File: src/rtl/assert_macros.svh
// ---------------------------------------------------------------------------
// Assertion macros
// Shared wrappers for clocked concurrent assertions in the RTL.
// ---------------------------------------------------------------------------
`ifndef ASSERT_MACROS_SVH
`define ASSERT_MACROS_SVH

// Checks a property at every rising edge of clk, except while rst_n is low.
`define ASSERT_CLK(label, prop, msg) \
  label: assert property (@(posedge clk) disable iff (!rst_n) (prop)) else $error(msg);

// Checks a property at every rising edge of clk, reset included.
`define ASSERT_ALWAYS(label, prop, msg) \
  label: assert property (@(posedge clk) (prop)) else $error(msg);

`endif

File: src/rtl/ues_pkg.sv
// ---------------------------------------------------------------------------
// ues_pkg
// Types, codes and constants shared by the enumeration sequencer modules.
// ---------------------------------------------------------------------------
package ues_pkg;

  localparam int unsigned CONFIG_BUFFER_BYTES = 256;
  localparam int unsigned QUEUE_DEPTH = 2;
  localparam int unsigned QPTR_W = $clog2(QUEUE_DEPTH);
  localparam int unsigned QCNT_W = $clog2(QUEUE_DEPTH + 1);

  localparam logic [1:0] CFG_SKIP_DELAYS = 2'd0;
  localparam logic [1:0] CFG_ADDR_SETTLE = 2'd1;
  localparam logic [1:0] CFG_CONF_SETTLE = 2'd2;

  localparam logic [15:0] ADDR_SETTLE_RESET = 16'd50;
  localparam logic [15:0] CONF_SETTLE_RESET = 16'd10;

  localparam logic [3:0] PID_ACK = 4'd2;
  localparam logic [3:0] PID_DAT1 = 4'd11;

  localparam logic [7:0] IFACE_TYPE = 8'd4;
  localparam logic [7:0] CLASS_HID = 8'd3;
  localparam logic [7:0] CLASS_HUB = 8'd9;

  localparam logic [7:0] OFS_RESTART = 8'd0;
  localparam logic [7:0] OFS_TOTAL_LO = 8'd2;
  localparam logic [7:0] OFS_TOTAL_HI = 8'd3;
  localparam logic [7:0] OFS_CONF_VAL = 8'd5;

  localparam logic [7:0] RT_OUT = 8'h00;
  localparam logic [7:0] RT_IN = 8'h80;
  localparam logic [7:0] BREQ_SET_ADDR = 8'd5;
  localparam logic [7:0] BREQ_GET_DESC = 8'd6;
  localparam logic [7:0] BREQ_SET_CONF = 8'd9;
  localparam logic [15:0] VAL_DEV_DESC = 16'h0100;
  localparam logic [15:0] VAL_CONF_DESC = 16'h0200;
  localparam logic [15:0] DEV_DESC_LEN = 16'd18;
  localparam logic [15:0] HDR_LEN = 16'd9;

  typedef enum logic [2:0] {
    PH_SET_ADDR = 3'd0,
    PH_GET_DEV  = 3'd1,
    PH_GET_HDR  = 3'd2,
    PH_SET_CFG  = 3'd3,
    PH_GET_FULL = 3'd4,
    PH_ENUM     = 3'd5,
    PH_STALL    = 3'd6,
    PH_DONE     = 3'd7
  } phase_t;

  typedef enum logic [1:0] {
    DRV_NONE    = 2'd0,
    DRV_HID     = 2'd1,
    DRV_HUB     = 2'd2,
    DRV_UNKNOWN = 2'd3
  } drv_kind_t;

  typedef enum logic [1:0] {
    ST_WAIT   = 2'd0,
    ST_STEP   = 2'd1,
    ST_STALL  = 2'd2,
    ST_HANDED = 2'd3
  } status_t;

  typedef enum logic {
    KIND_POLL = 1'b0,
    KIND_BYTE = 1'b1
  } item_kind_t;

  typedef struct packed {
    logic        mode;
    logic [31:0] now;
    logic        ep_idle;
    logic [3:0]  resp_pid;
    logic [7:0]  byte_offset;
    logic [7:0]  byte_value;
  } in_item_t;

  typedef struct packed {
    logic        req_issue;
    logic [7:0]  req_type;
    logic [7:0]  request;
    logic [15:0] req_value;
    logic [15:0] req_length;
    logic        to_config_buffer;
    logic [6:0]  assigned_address;
    logic [1:0]  driver_kind;
    logic [1:0]  status;
  } out_item_t;

  typedef struct packed {
    item_kind_t  kind;
    logic [31:0] now;
    logic        ep_idle;
    logic        pid_ack;
    logic        pid_dat1;
    logic        ofs_restart;
    logic        ofs_total_lo;
    logic        ofs_total_hi;
    logic        ofs_conf_val;
    logic [7:0]  byte_offset;
    logic [7:0]  byte_value;
  } q_entry_t;

  typedef struct packed {
    logic        skip_delays;
    logic [15:0] address_settle_ticks;
    logic [15:0] config_settle_ticks;
  } cfg_t;

endpackage

File: src/rtl/ues_front.sv
// ---------------------------------------------------------------------------
// ues_front
// Accepts input transfers and classifies each item for the execution side.
// ---------------------------------------------------------------------------
module ues_front import ues_pkg::*; (
  input  logic     clk,
  input  logic     rst_n,
  input  logic     in_valid,
  output logic     in_stall,
  input  in_item_t in_data,
  output logic     push,
  output q_entry_t push_data,
  input  logic     q_ready
);

  logic     valid_r, valid_nxt;
  q_entry_t entry_r, entry_nxt;
  logic     take;

  assign in_stall  = valid_r && !q_ready;
  assign take      = in_valid && !in_stall;
  assign push      = valid_r && q_ready;
  assign push_data = entry_r;

  always_comb begin
    valid_nxt = take ? 1'b1 : (push ? 1'b0 : valid_r);
    entry_nxt.kind         = in_data.mode ? KIND_BYTE : KIND_POLL;
    entry_nxt.now          = in_data.now;
    entry_nxt.ep_idle      = in_data.ep_idle;
    entry_nxt.pid_ack      = (in_data.resp_pid == PID_ACK);
    entry_nxt.pid_dat1     = (in_data.resp_pid == PID_DAT1);
    entry_nxt.ofs_restart  = (in_data.byte_offset == OFS_RESTART);
    entry_nxt.ofs_total_lo = (in_data.byte_offset == OFS_TOTAL_LO);
    entry_nxt.ofs_total_hi = (in_data.byte_offset == OFS_TOTAL_HI);
    entry_nxt.ofs_conf_val = (in_data.byte_offset == OFS_CONF_VAL);
    entry_nxt.byte_offset  = in_data.byte_offset;
    entry_nxt.byte_value   = in_data.byte_value;
  end

  always_ff @(posedge clk) begin
    if (!rst_n) begin
      valid_r <= 1'b0;
    end else begin
      valid_r <= valid_nxt;
    end
  end

  always_ff @(posedge clk) begin
    if (take) begin
      entry_r <= entry_nxt;
    end
  end

endmodule

File: src/rtl/ues_queue.sv
// ---------------------------------------------------------------------------
// ues_queue
// Short queue between the classifying front and the executing back.
// ---------------------------------------------------------------------------
module ues_queue import ues_pkg::*; (
  input  logic     clk,
  input  logic     rst_n,
  input  logic     push,
  input  q_entry_t push_data,
  output logic     q_ready,
  output logic     q_valid,
  output q_entry_t q_head,
  input  logic     pop
);

  `include "assert_macros.svh"

  localparam logic [QCNT_W-1:0] FULL_CNT = QCNT_W'(QUEUE_DEPTH);
  localparam logic [QPTR_W-1:0] LAST_PTR = QPTR_W'(QUEUE_DEPTH - 1);

  q_entry_t          mem_r [QUEUE_DEPTH];
  logic [QPTR_W-1:0] wr_ptr_r, wr_ptr_nxt;
  logic [QPTR_W-1:0] rd_ptr_r, rd_ptr_nxt;
  logic [QCNT_W-1:0] count_r, count_nxt;

  assign q_ready = (count_r != FULL_CNT);
  assign q_valid = (count_r != '0);
  assign q_head  = mem_r[rd_ptr_r];

  always_comb begin
    wr_ptr_nxt = wr_ptr_r;
    rd_ptr_nxt = rd_ptr_r;
    count_nxt  = count_r;
    if (push) begin
      wr_ptr_nxt = (wr_ptr_r == LAST_PTR) ? '0 : wr_ptr_r + QPTR_W'(1);
    end
    if (pop) begin
      rd_ptr_nxt = (rd_ptr_r == LAST_PTR) ? '0 : rd_ptr_r + QPTR_W'(1);
    end
    if (push && !pop) begin
      count_nxt = count_r + QCNT_W'(1);
    end else if (pop && !push) begin
      count_nxt = count_r - QCNT_W'(1);
    end
  end

  always_ff @(posedge clk) begin
    if (!rst_n) begin
      wr_ptr_r <= '0;
      rd_ptr_r <= '0;
      count_r  <= '0;
    end else begin
      wr_ptr_r <= wr_ptr_nxt;
      rd_ptr_r <= rd_ptr_nxt;
      count_r  <= count_nxt;
    end
  end

  always_ff @(posedge clk) begin
    if (push) begin
      mem_r[wr_ptr_r] <= push_data;
    end
  end

  `ASSERT_CLK(a_no_overflow, push |-> (count_r != FULL_CNT), "queue written while full")
  `ASSERT_CLK(a_no_underflow, pop |-> (count_r != '0), "queue read while empty")
  `ASSERT_CLK(a_count_bound, count_r <= FULL_CNT, "queue count beyond depth")

endmodule

File: src/rtl/ues_back.sv
// ---------------------------------------------------------------------------
// ues_back
// Executes queued items: descriptor walk on bytes, request sequence on polls.
// ---------------------------------------------------------------------------
module ues_back import ues_pkg::*; (
  input  logic      clk,
  input  logic      rst_n,
  input  cfg_t      cfg,
  input  logic      q_valid,
  input  q_entry_t  q_head,
  output logic      pop,
  output logic      out_valid,
  input  logic      out_stall,
  output out_item_t out_data
);

  `include "assert_macros.svh"

  phase_t      phase_r, phase_nxt;
  logic [31:0] wake_r, wake_nxt;
  logic [6:0]  next_addr_r, next_addr_nxt;
  logic [6:0]  cur_addr_r, cur_addr_nxt;
  logic [7:0]  conf_val_r, conf_val_nxt;
  logic [15:0] total_len_r, total_len_nxt;
  logic [15:0] hdr_pos_r, hdr_pos_nxt;
  logic [7:0]  hdr_len_r, hdr_len_nxt;
  logic [7:0]  if_class_r, if_class_nxt;
  logic        if_found_r, if_found_nxt;
  drv_kind_t   drv_r, drv_nxt;
  logic        out_valid_r;
  out_item_t   out_r, out_nxt;

  logic [15:0] pos_eff;
  logic        found_eff;
  logic [16:0] pos_p1;
  logic [16:0] pos_p5;
  logic [16:0] ofs17;
  logic [15:0] pos_sum;
  logic [31:0] wake_eff;
  drv_kind_t   pick;

  assign pop       = q_valid && (!out_valid_r || !out_stall);
  assign out_valid = out_valid_r;
  assign out_data  = out_r;

  always_comb begin
    pos_eff   = q_head.ofs_restart ? '0 : hdr_pos_r;
    found_eff = q_head.ofs_restart ? 1'b0 : if_found_r;
    pos_p1    = {1'b0, pos_eff} + 17'd1;
    pos_p5    = {1'b0, pos_eff} + 17'd5;
    ofs17     = {9'b0, q_head.byte_offset};
    pos_sum   = pos_eff + {8'b0, hdr_len_r};
    wake_eff  = cfg.skip_delays ? q_head.now : wake_r;

    if (!if_found_r || (hdr_pos_r >= total_len_r)) begin
      pick = DRV_UNKNOWN;
    end else if (if_class_r == CLASS_HID) begin
      pick = DRV_HID;
    end else if (if_class_r == CLASS_HUB) begin
      pick = DRV_HUB;
    end else begin
      pick = DRV_UNKNOWN;
    end

    phase_nxt     = phase_r;
    wake_nxt      = wake_r;
    next_addr_nxt = next_addr_r;
    cur_addr_nxt  = cur_addr_r;
    conf_val_nxt  = conf_val_r;
    total_len_nxt = total_len_r;
    hdr_pos_nxt   = hdr_pos_r;
    hdr_len_nxt   = hdr_len_r;
    if_class_nxt  = if_class_r;
    if_found_nxt  = if_found_r;
    drv_nxt       = drv_r;
    out_nxt       = '0;
    out_nxt.status = ST_WAIT;

    if (pop) begin
      if (q_head.kind == KIND_BYTE) begin
        if (q_head.ofs_total_lo) begin
          total_len_nxt[7:0] = q_head.byte_value;
        end
        if (q_head.ofs_total_hi) begin
          total_len_nxt[15:8] = q_head.byte_value;
        end
        if (q_head.ofs_conf_val) begin
          conf_val_nxt = q_head.byte_value;
        end
        hdr_pos_nxt  = pos_eff;
        if_found_nxt = found_eff;
        if_class_nxt = q_head.ofs_restart ? '0 : if_class_r;
        if (ofs17 == {1'b0, pos_eff}) begin
          hdr_len_nxt = q_head.byte_value;
        end else if ((ofs17 == pos_p1) && !found_eff) begin
          if (q_head.byte_value == IFACE_TYPE) begin
            if_found_nxt = 1'b1;
          end else if (hdr_len_r != '0) begin
            hdr_pos_nxt = pos_sum;
            if (pos_sum == {8'b0, q_head.byte_offset}) begin
              hdr_len_nxt = q_head.byte_value;
            end
          end
        end else if (found_eff && (ofs17 == pos_p5)) begin
          if_class_nxt = q_head.byte_value;
        end
      end else if (q_head.ep_idle) begin
        wake_nxt = wake_eff;
        if (wake_eff <= q_head.now) begin
          out_nxt.status = ST_STEP;
          unique case (phase_r)
            PH_SET_ADDR: begin
              out_nxt.req_issue = 1'b1;
              out_nxt.req_type  = RT_OUT;
              out_nxt.request   = BREQ_SET_ADDR;
              out_nxt.req_value = {9'b0, next_addr_r};
              wake_nxt  = q_head.now + {16'b0, cfg.address_settle_ticks};
              phase_nxt = PH_GET_DEV;
            end
            PH_GET_DEV: begin
              if (!q_head.pid_dat1) begin
                phase_nxt = PH_STALL;
              end else begin
                cur_addr_nxt       = next_addr_r;
                next_addr_nxt      = next_addr_r + 7'd1;
                out_nxt.req_issue  = 1'b1;
                out_nxt.req_type   = RT_IN;
                out_nxt.request    = BREQ_GET_DESC;
                out_nxt.req_value  = VAL_DEV_DESC;
                out_nxt.req_length = DEV_DESC_LEN;
                phase_nxt = PH_GET_HDR;
              end
            end
            PH_GET_HDR: begin
              if (!q_head.pid_ack) begin
                phase_nxt = PH_STALL;
              end else begin
                out_nxt.req_issue        = 1'b1;
                out_nxt.req_type         = RT_IN;
                out_nxt.request          = BREQ_GET_DESC;
                out_nxt.req_value        = VAL_CONF_DESC;
                out_nxt.req_length       = HDR_LEN;
                out_nxt.to_config_buffer = 1'b1;
                phase_nxt = PH_SET_CFG;
              end
            end
            PH_SET_CFG: begin
              if (!q_head.pid_ack) begin
                phase_nxt = PH_STALL;
              end else begin
                out_nxt.req_issue = 1'b1;
                out_nxt.req_type  = RT_OUT;
                out_nxt.request   = BREQ_SET_CONF;
                out_nxt.req_value = {8'b0, conf_val_r};
                wake_nxt  = q_head.now + {16'b0, cfg.config_settle_ticks};
                phase_nxt = PH_GET_FULL;
              end
            end
            PH_GET_FULL: begin
              if (!q_head.pid_dat1 || (total_len_r > 16'(CONFIG_BUFFER_BYTES))) begin
                phase_nxt = PH_STALL;
              end else begin
                out_nxt.req_issue        = 1'b1;
                out_nxt.req_type         = RT_IN;
                out_nxt.request          = BREQ_GET_DESC;
                out_nxt.req_value        = VAL_CONF_DESC;
                out_nxt.req_length       = total_len_r;
                out_nxt.to_config_buffer = 1'b1;
                phase_nxt = PH_ENUM;
              end
            end
            PH_ENUM: begin
              if (!q_head.pid_ack) begin
                phase_nxt = PH_STALL;
              end else begin
                drv_nxt   = pick;
                phase_nxt = PH_DONE;
              end
            end
            PH_DONE: begin
              phase_nxt = PH_DONE;
            end
            default: begin
              phase_nxt = PH_STALL;
            end
          endcase
          if (phase_nxt == PH_STALL) begin
            out_nxt.status = ST_STALL;
          end else if (phase_nxt == PH_DONE) begin
            out_nxt.status = ST_HANDED;
          end
        end
      end
    end

    out_nxt.assigned_address = cur_addr_nxt;
    out_nxt.driver_kind      = drv_nxt;
  end

  always_ff @(posedge clk) begin
    if (!rst_n) begin
      phase_r     <= PH_SET_ADDR;
      wake_r      <= '0;
      next_addr_r <= 7'd1;
      cur_addr_r  <= '0;
      conf_val_r  <= '0;
      total_len_r <= '0;
      hdr_pos_r   <= '0;
      hdr_len_r   <= '0;
      if_class_r  <= '0;
      if_found_r  <= 1'b0;
      drv_r       <= DRV_NONE;
      out_valid_r <= 1'b0;
    end else begin
      phase_r     <= phase_nxt;
      wake_r      <= wake_nxt;
      next_addr_r <= next_addr_nxt;
      cur_addr_r  <= cur_addr_nxt;
      conf_val_r  <= conf_val_nxt;
      total_len_r <= total_len_nxt;
      hdr_pos_r   <= hdr_pos_nxt;
      hdr_len_r   <= hdr_len_nxt;
      if_class_r  <= if_class_nxt;
      if_found_r  <= if_found_nxt;
      drv_r       <= drv_nxt;
      out_valid_r <= pop ? 1'b1 : (out_stall ? out_valid_r : 1'b0);
    end
  end

  always_ff @(posedge clk) begin
    if (pop) begin
      out_r <= out_nxt;
    end
  end

  `ASSERT_CLK(a_drv_when_done, (drv_r != DRV_NONE) |-> (phase_r == PH_DONE), "early driver choice")
  `ASSERT_CLK(a_stall_sticks, (phase_r == PH_STALL) |=> (phase_r == PH_STALL), "stall phase left")
  `ASSERT_CLK(a_no_restart, (phase_r != PH_SET_ADDR) |=> (phase_r != PH_SET_ADDR), "restarted")

endmodule

File: src/rtl/usb_enumeration_sequencer_core.sv
// ---------------------------------------------------------------------------
// usb_enumeration_sequencer_core
// Each result passes the front register, the item queue and the output register.
// Throughput: one item per cycle while the receiver does not stall.
// Reset (synchronous, rst_n low) restores the sequence, the descriptor walk
// and the configuration registers to their defaults; no clearing pass.
// Top level: front classifier, item queue and execution back end.
// ---------------------------------------------------------------------------
module usb_enumeration_sequencer_core import ues_pkg::*; (
  input  logic        clk,
  input  logic        rst_n,
  input  logic        in_valid,
  output logic        in_stall,
  input  in_item_t    in_data,
  output logic        out_valid,
  input  logic        out_stall,
  output out_item_t   out_data,
  input  logic        cfg_we,
  input  logic [1:0]  cfg_index,
  input  logic [15:0] cfg_wdata
);

  cfg_t     cfg_r, cfg_nxt;
  logic     push;
  q_entry_t push_data;
  logic     q_ready;
  logic     q_valid;
  q_entry_t q_head;
  logic     pop;

  always_comb begin
    cfg_nxt = cfg_r;
    if (cfg_we) begin
      unique case (cfg_index)
        CFG_SKIP_DELAYS: cfg_nxt.skip_delays          = cfg_wdata[0];
        CFG_ADDR_SETTLE: cfg_nxt.address_settle_ticks = cfg_wdata;
        CFG_CONF_SETTLE: cfg_nxt.config_settle_ticks  = cfg_wdata;
        default:         cfg_nxt = cfg_r;
      endcase
    end
  end

  always_ff @(posedge clk) begin
    if (!rst_n) begin
      cfg_r.skip_delays          <= 1'b0;
      cfg_r.address_settle_ticks <= ADDR_SETTLE_RESET;
      cfg_r.config_settle_ticks  <= CONF_SETTLE_RESET;
    end else begin
      cfg_r <= cfg_nxt;
    end
  end

  ues_front u_front (
    .clk       (clk),
    .rst_n     (rst_n),
    .in_valid  (in_valid),
    .in_stall  (in_stall),
    .in_data   (in_data),
    .push      (push),
    .push_data (push_data),
    .q_ready   (q_ready)
  );

  ues_queue u_queue (
    .clk       (clk),
    .rst_n     (rst_n),
    .push      (push),
    .push_data (push_data),
    .q_ready   (q_ready),
    .q_valid   (q_valid),
    .q_head    (q_head),
    .pop       (pop)
  );

  ues_back u_back (
    .clk       (clk),
    .rst_n     (rst_n),
    .cfg       (cfg_r),
    .q_valid   (q_valid),
    .q_head    (q_head),
    .pop       (pop),
    .out_valid (out_valid),
    .out_stall (out_stall),
    .out_data  (out_data)
  );

endmodule

File: config.mk
export PLATFORM = sky130hd
export DESIGN_NAME = usb_enumeration_sequencer_core
export DESIGN_NICKNAME = d
export VERILOG_FILES = /design/src/rtl/ues_pkg.sv /design/src/rtl/ues_front.sv /design/src/rtl/ues_queue.sv /design/src/rtl/ues_back.sv /design/src/rtl/usb_enumeration_sequencer_core.sv
export VERILOG_INCLUDE_DIRS = /design/src /design/src/rtl
export SDC_FILE = /design/constraint.sdc
export NUM_CORES = 1
export LEC_CHECK = 0
export BUFFER_PORTS_ARGS = -buffer_cell sky130_fd_sc_hd__buf_2
export CORE_MARGIN = 2
export CORE_UTILIZATION = 45
export DETAILED_ROUTE_END_ITERATION = 16
export GPL_ROUTABILITY_DRIVEN = 0
export PLACE_DENSITY_LB_ADDON = 0.08
export SETUP_SLACK_MARGIN = 0.3
export SLEW_MARGIN = 10
export SYNTH_ARGS = -nofsm -noshare
export SYNTH_HDL_FRONTEND = slang
export SYNTH_SLANG_ARGS = --single-unit
File: constraint.sdc
create_clock -name clk -period 8.3 [get_ports clk]
set_clock_uncertainty 0.2 [all_clocks]
set_input_delay 0.83 -clock clk [delete_from_list [all_inputs] [get_ports clk]]
set_output_delay 0.83 -clock clk [all_outputs]
set_load 0.02 [all_outputs]
# --- After elaboration in Yosys (flattened, before gate mapping) ---
# Memories as Yosys holds them, arrays and structs flattened. A register that Yosys moved wholly into a read port is not among the register bits.
# Index checks and enable logic that the tools add are counted.
totals:
  out_inout_bits: 63
  inputBits: 77
  wordCells: 195
  mem_count: 1
  ff_bits: 264
  ram_bits: 112
mem_list:
  columns: ["memory", "words", "width", "read_ports", "rd_clocked_by_memory_dff", "wr", "line", "text"]
  rows:
  - ["u_queue.mem_r", 2, 56, 1, 1, 1, "ues_queue.sv:21", "q_entry_t mem_r [QUEUE_DEPTH];"]
classes:
  add_sub_neg: 10
  n_reduce_logical: 43
  eq_ne: 25
  magnitude_cmp: 3
  n_bitwise: 3
  muxes: 69
ops:
  columns: ["operator", "count"]
  rows:
  - ["$pmux W33 S5", 1]
  - ["$mux W50", 2]
  - ["$mux W32", 3]
  - ["$mux W16", 5]
  - ["$mux W8", 9]
  - ["$add A32 B16 Y32", 2]
  - ["$pmux W32 S2", 1]
  - ["$mux W49", 1]
  - ["$pmux W16 S3", 1]
  - ["$mux W7", 6]
  - ["$eq A8 B17 Y1", 2]
  - ["$mux W33", 1]
  - ["$le A32 B32 Y1", 1]
  - ["$mux W2", 14]
  - ["$eq A8 B2 Y1 const B", 3]
  - ["$pmux W3 S7", 1]
  - ["$mux W3", 6]
  - ["$add A16 B1 Y17 const B", 1]
  - ["$add A16 B3 Y17 const B", 1]
  - ["$mux W1", 17]
  - ["$add A16 B8 Y16", 1]
  - ["$eq A16 B8 Y1", 1]
  - ["$eq A8 B16 Y1", 1]
  - ["$eq A8 B3 Y1 const B", 2]
  - ["32 further kinds", 70]

# --- Logic depth before layout (Yosys ltp) ---
logic_depth:
  ltp_word: 11
  depth_mapped: 21
  depth_no_buf: 14

# --- Cells and area by module ---
# From an unflattened synthesis, not the netlist that was laid out.
hier_totals:
  hier_cells: 1898
  hier_area_um2: 19408.6
by_module_without_submodules:
  columns: ["module", "cells_each", "seq_area_each_um2", "area_per_inst_um2", "instances"]
  rows:
  - ["ues_back", 1501, 3473.3, 12025.3, 1]
  - ["ues_queue", 196, 3463.3, 4270.3, 1]
  - ["ues_front", 72, 1701.6, 1806.7, 1]
  - ["usb_enumeration_sequencer_core", 129, 660.6, 1306.3, 1]

# --- Worst setup path after synthesis ---
# Ideal clock, no wire load.
synth_path:
  path_type: "register to register"
  startpoint: "register with a tool-made name"
  endpoint: "register u_back.wake_r[26]"
  period_less_slack_ns: 5.307
  setup_slack_ns: 2.993
  n_path_buf: 8
  setup_time_ns: 0.058
  arrival_time_ns: 5.049
  path_stages_with_launch: 22
  t_required_ns: 8.042
  path_cell_list: "dfxtp_1 -> buf_6 -> buf_2 -> buf_4 -> buf_2 -> buf_2 -> buf_2 -> buf_2 -> mux2i_1 -> inv_1 -> fa_1 -> a21o_1 -> a21oi_1 -> o21ai_1 -> a2111oi_0 -> or4_1 -> a21oi_1 -> or2_2 -> clkbuf_1 -> a31o_2 -> a21oi_1 -> o211a_1"
synth_lines:
  columns: ["element", "line", "text"]
  rows:
  - ["to (signal assigned)", "ues_back.sv:216", "wake_r <= wake_nxt;"]
  - ["to (decl)", "ues_back.sv:20", "logic [31:0] wake_r, wake_nxt;"]

==> results_tabular.tex <==
\begin{tabular}{lr}
\hline
Metric & Value \\
\hline
\multicolumn{2}{l}{\textbf{Route}} \\
Detailed-route vias per instance & 5.72 \\
Total via count after detailed routing & 14,398 \\
Violation count after the first detailed-route iteration & 993 \\
DRC & 0 \\
Average wire per standard cell & 19.3 um \\
Drt total wl & 48,500 um \\
1st-pass router iterations & 8 \\
Antenna Nets Post-Route & 0 \\
\multicolumn{2}{l}{\textbf{Global routing}} \\
GRT Resource Usage Total & 22.0\% \\
Total gr overflow & 0 \\
Via count of the first global-routing pass & 13,621 \\
Antenna violations before repair & 1 \\
First-pass GRT wire length & 75,800 um \\
Largest net degree at the start of global routing & 80 \\
\multicolumn{2}{l}{\textbf{Critical path}} \\
Kind of start point of the critical path & flop \\
Element type at the critical path end & flop \\
R2R depth & 14 \\
Endpoint required time on the critical path & 8520 ps \\
Crit Path Max Fanout & 58 \\
Category of the critical setup timing path & flop to flop \\
Critical path data arrival time & 6000 ps \\
\multicolumn{2}{l}{\textbf{Yosys}} \\
Cell area after technology mapping & 18,900 um\^{}2 \\
Count of warnings emitted by yosys & 0 \\
Post-synthesis area per instance & 10.2 um\^{}2 \\
Most frequent cell after synthesis & sky130\_fd\_sc\_hd\_\_edfxtp\_1 \\
Top cells by instance count after synthesis & sky130\_fd\_sc\_hd\_\_edfxtp\_1 (211), sky130\_fd\_sc\_hd\_\_nand2\_1 (170), sky130\_fd\_sc\_hd\_\_nor2\_1 (162) \\
Synth area leader & sky130\_fd\_sc\_hd\_\_edfxtp\_1 \\
Count of flip-flops with a built-in enable after synthesis & 211 \\
Yosys top cell area share & 33.5\% \\
Register bit total from synthesis & 359 \\
Unique cell type count in the Yosys netlist & 91 \\
Share of synthesized registers carrying an async set or reset & 0\% \\
Sequential area share after synthesis & 49.2\% \\
Top flip-flop cell by instance count after synthesis & sky130\_fd\_sc\_hd\_\_edfxtp\_1 \\
Cells taking the most area after synthesis & sky130\_fd\_sc\_hd\_\_edfxtp\_1 (34\%), sky130\_fd\_sc\_hd\_\_dfxtp\_1 (16\%), sky130\_fd\_sc\_hd\_\_ha\_1 (5.8\%) \\
Cells after Synth & 1,862 \\
\multicolumn{2}{l}{\textbf{Timing}} \\
Slew margin rel. & 16.9\% \\
Share of the clock period used by the worst path & 69.7\% \\
Total Neg Setup Slack & 0 ps \\
Actual slew at the worst max-slew pin & 1240 ps \\
Final Hold Viols & 0 \\
F\_max & 173 MHz \\
RSZ-0062 raised after global routing & false \\
Final count of negative-setup-slack endpoints & 0 \\
Count of pins over their slew limit & 0 \\
Shortest period the worst path allows & 5780 ps \\
\multicolumn{2}{l}{\textbf{Clocking}} \\
Num CTS Buffers & 39 \\
Maximum count of clock buffers along a single path & 3 \\
Clock transition at the register clock pins on the worst setup and hold paths after CTS & 70 ps \\
Number of instances resized during post-cts repair & 0 \\
Buffer cell driving the clock tree root & sky130\_fd\_sc\_hd\_\_clkbuf\_16 \\
Total of hold buffers inserted after clock tree synthesis & 0 \\
Clock sink count & 359 \\
Number of setup buffers added after CTS & 0 \\
H-tree depth & 2 \\
Clock latency of the later-clocked register in the worst-skew pair & 560 ps \\
Clock tree from TritonCTS & done \\
\multicolumn{2}{l}{\textbf{Cells and area}} \\
Fraction of layout cells with a size suffix above 1 & 13.3\% \\
Post-route cell area & 21,200 um\^{}2 \\
Number of nets in the layout & 2,113 \\
Layout area overhead & 12.0\% \\
Antenna diode instance count & 0 \\
\multicolumn{2}{l}{\textbf{Die}} \\
Area of the die & 43,700 um\^{}2 \\
Ports placed on the boundary & 140 \\
Starting density of the core & 45.4\% \\
Vert. Die Dim & 209 um \\
Count of standard-cell rows & 75 \\
Core Footprint & 41,700 um\^{}2 \\
Die X-Extent & 209 um \\
\multicolumn{2}{l}{\textbf{Hold path}} \\
Class of the worst hold path & flop to flop \\
Count of cells along the worst hold path & 0 \\
\multicolumn{2}{l}{\textbf{Flow run}} \\
Max cap viols & 0 \\
\multicolumn{2}{l}{\textbf{Placement}} \\
Placed inst area & 19,900 um\^{}2 \\
Post-detailed-placement half-perimeter wirelength & 33,800 um \\
Buffers on Ports & 122 \\
\multicolumn{2}{l}{\textbf{Outcome}} \\
Outcome & finished, final reports clean \\
\multicolumn{2}{l}{\textbf{Power and ir drop}} \\
Static Leak & 8.08 nW \\
P per Cell Area & 264 nW/um\^{}2 \\
Worst ir drop on vdd & 0.000189 V \\
\hline
\end{tabular}
==> path summary, 6_finish.rpt <==
check | start | endpoint | slack, ps
hold reg to reg | u_front.push_data[39]$_DFFE_PP_ | u_queue.mem_r[0][39]$_DFFE_PP_ | 240
setup / recovery | flop | u_back.wake_r[28]$_SDFFE_PN0P_ | 2520
hold / removal | u_front.push_data[39]$_DFFE_PP_ | u_queue.mem_r[0][39]$_DFFE_PP_ | 240
setup reg to reg | flop | u_back.wake_r[28]$_SDFFE_PN0P_ | 2520
==> critical path, cell delays in order (launching register included) <==
cell and delay, ps:
sky130_fd_sc_hd__dfxtp_4 930, sky130_fd_sc_hd__buf_4 580, sky130_fd_sc_hd__mux2_2 460, sky130_fd_sc_hd__ha_1 230, sky130_fd_sc_hd__fa_1 400, sky130_fd_sc_hd__a21o_1 170, sky130_fd_sc_hd__a21oi_1 290, sky130_fd_sc_hd__o21ai_1 130
sky130_fd_sc_hd__a2111oi_0 850, sky130_fd_sc_hd__or4_1 280, sky130_fd_sc_hd__a211oi_1 90, sky130_fd_sc_hd__nor3_1 570, sky130_fd_sc_hd__inv_1 120, sky130_fd_sc_hd__a21boi_0 230, sky130_fd_sc_hd__o32ai_1 100
==> area by class of cell <==
type | count | area [um^2]
fill | 3888 | 20500
timing repair buffer | 138 | 731
clock inverter | 21 | 194
tap | 539 | 674
inverter | 64 | 240
clock buffer | 50 | 1090
sequential | 359 | 9300
multi-input combinational | 1345 | 8930
==> per-stage QoR <==
step	std cells	power, mW	utilization [%]	worst slack, ps	hold WS [ps]
2_1_floorplan	1885	3.43	-	2990	221
3_3_place_gp	2445	3.87	47.7	2720	225
3_5_place_dp	2445	3.88	47.7	2610	230
4_1_cts	2516	5.63	50.8	2600	215
5_1_grt	2516	5.88	50.8	2030	222
6_report	2516	5.59	50.8	2520	243
==> per-layer routing <==
metal	up-vias	part of all wire [%]	GRT usage [%]
li1	7036	-	-
met1	6874	45	30.1
met2	407	47	35.9
met3	81	5.4	3.50
met4	0	2.5	6.60
met5	-	0	0
==> power breakdown <==
group	leakage [nW]	switching, mW	internal [mW]
sequential	3.20	0.142	2.15
clock	0.626	0.734	1.00
combinational	4.25	1.01	0.546
total	8.08	1.88	3.70
==> cell usage in the layout (no fill, tap or decap), types with 14 or more instances in the layout <==
cell type,instances
sky130_fd_sc_hd__o21ai_0,71
sky130_fd_sc_hd__nor2_1,159
sky130_fd_sc_hd__a31oi_1,18
sky130_fd_sc_hd__mux2_2,21
sky130_fd_sc_hd__a22o_1,23
sky130_fd_sc_hd__nand2_1,170
sky130_fd_sc_hd__xnor2_1,38
sky130_fd_sc_hd__buf_2,122
sky130_fd_sc_hd__ha_1,87
sky130_fd_sc_hd__buf_4,16
sky130_fd_sc_hd__and3_1,21
sky130_fd_sc_hd__a211oi_1,35
sky130_fd_sc_hd__xor2_1,30
sky130_fd_sc_hd__nand4_1,19
sky130_fd_sc_hd__and2_1,28
sky130_fd_sc_hd__a21oi_1,156
sky130_fd_sc_hd__a21o_1,24
sky130_fd_sc_hd__o21a_1,14
sky130_fd_sc_hd__nor3_1,33
sky130_fd_sc_hd__nand2b_1,26
sky130_fd_sc_hd__a22oi_1,19
sky130_fd_sc_hd__dfxtp_1,146
sky130_fd_sc_hd__nand3_1,39
sky130_fd_sc_hd__nor2b_1,18
sky130_fd_sc_hd__a221oi_1,16
sky130_fd_sc_hd__conb_1,24
sky130_fd_sc_hd__clkbuf_16,41
sky130_fd_sc_hd__edfxtp_1,211
sky130_fd_sc_hd__inv_1,62
sky130_fd_sc_hd__mux2i_1,63
==> cell families (layout without fill, tap and decap cells) <==
group	count (synthesis)	in the layout	share of synthesized area [%]
AO/OA/AOI/OAI	486	486	17.0
XOR/XNOR	68	68	3.15
adder cells (fa/ha/maj)	90	90	6.02
other	1	24	0.0198
AND/OR/NAND/NOR	588	588	15.3
multiplexers	89	89	5.08
buffers and inverters	181	273	4.22
flip-flops	359	359	49.2
==> registers in the layout, summed over array words and instances (netlist names), 2 cells and up, named ones only <==
| name | flops |
|---|---|
| u_back.wake_r | 32 |
| u_front.push_data | 56 |
| u_back.drv_r | 2 |
| u_back.cur_addr_r | 7 |
| u_back.next_addr_r | 7 |
| u_back.if_class_r | 8 |
| u_back.total_len_r | 16 |
| u_back.phase_r | 3 |
| u_back.conf_val_r | 8 |
| u_back.hdr_pos_r | 16 |
| u_queue.mem_r | 112 |
| u_back.hdr_len_r | 8 |
| u_queue.count_r | 2 |
| cfg_r | 33 |
| u_back.out_data | 43 |
Power figures use the tool's default switching activity.
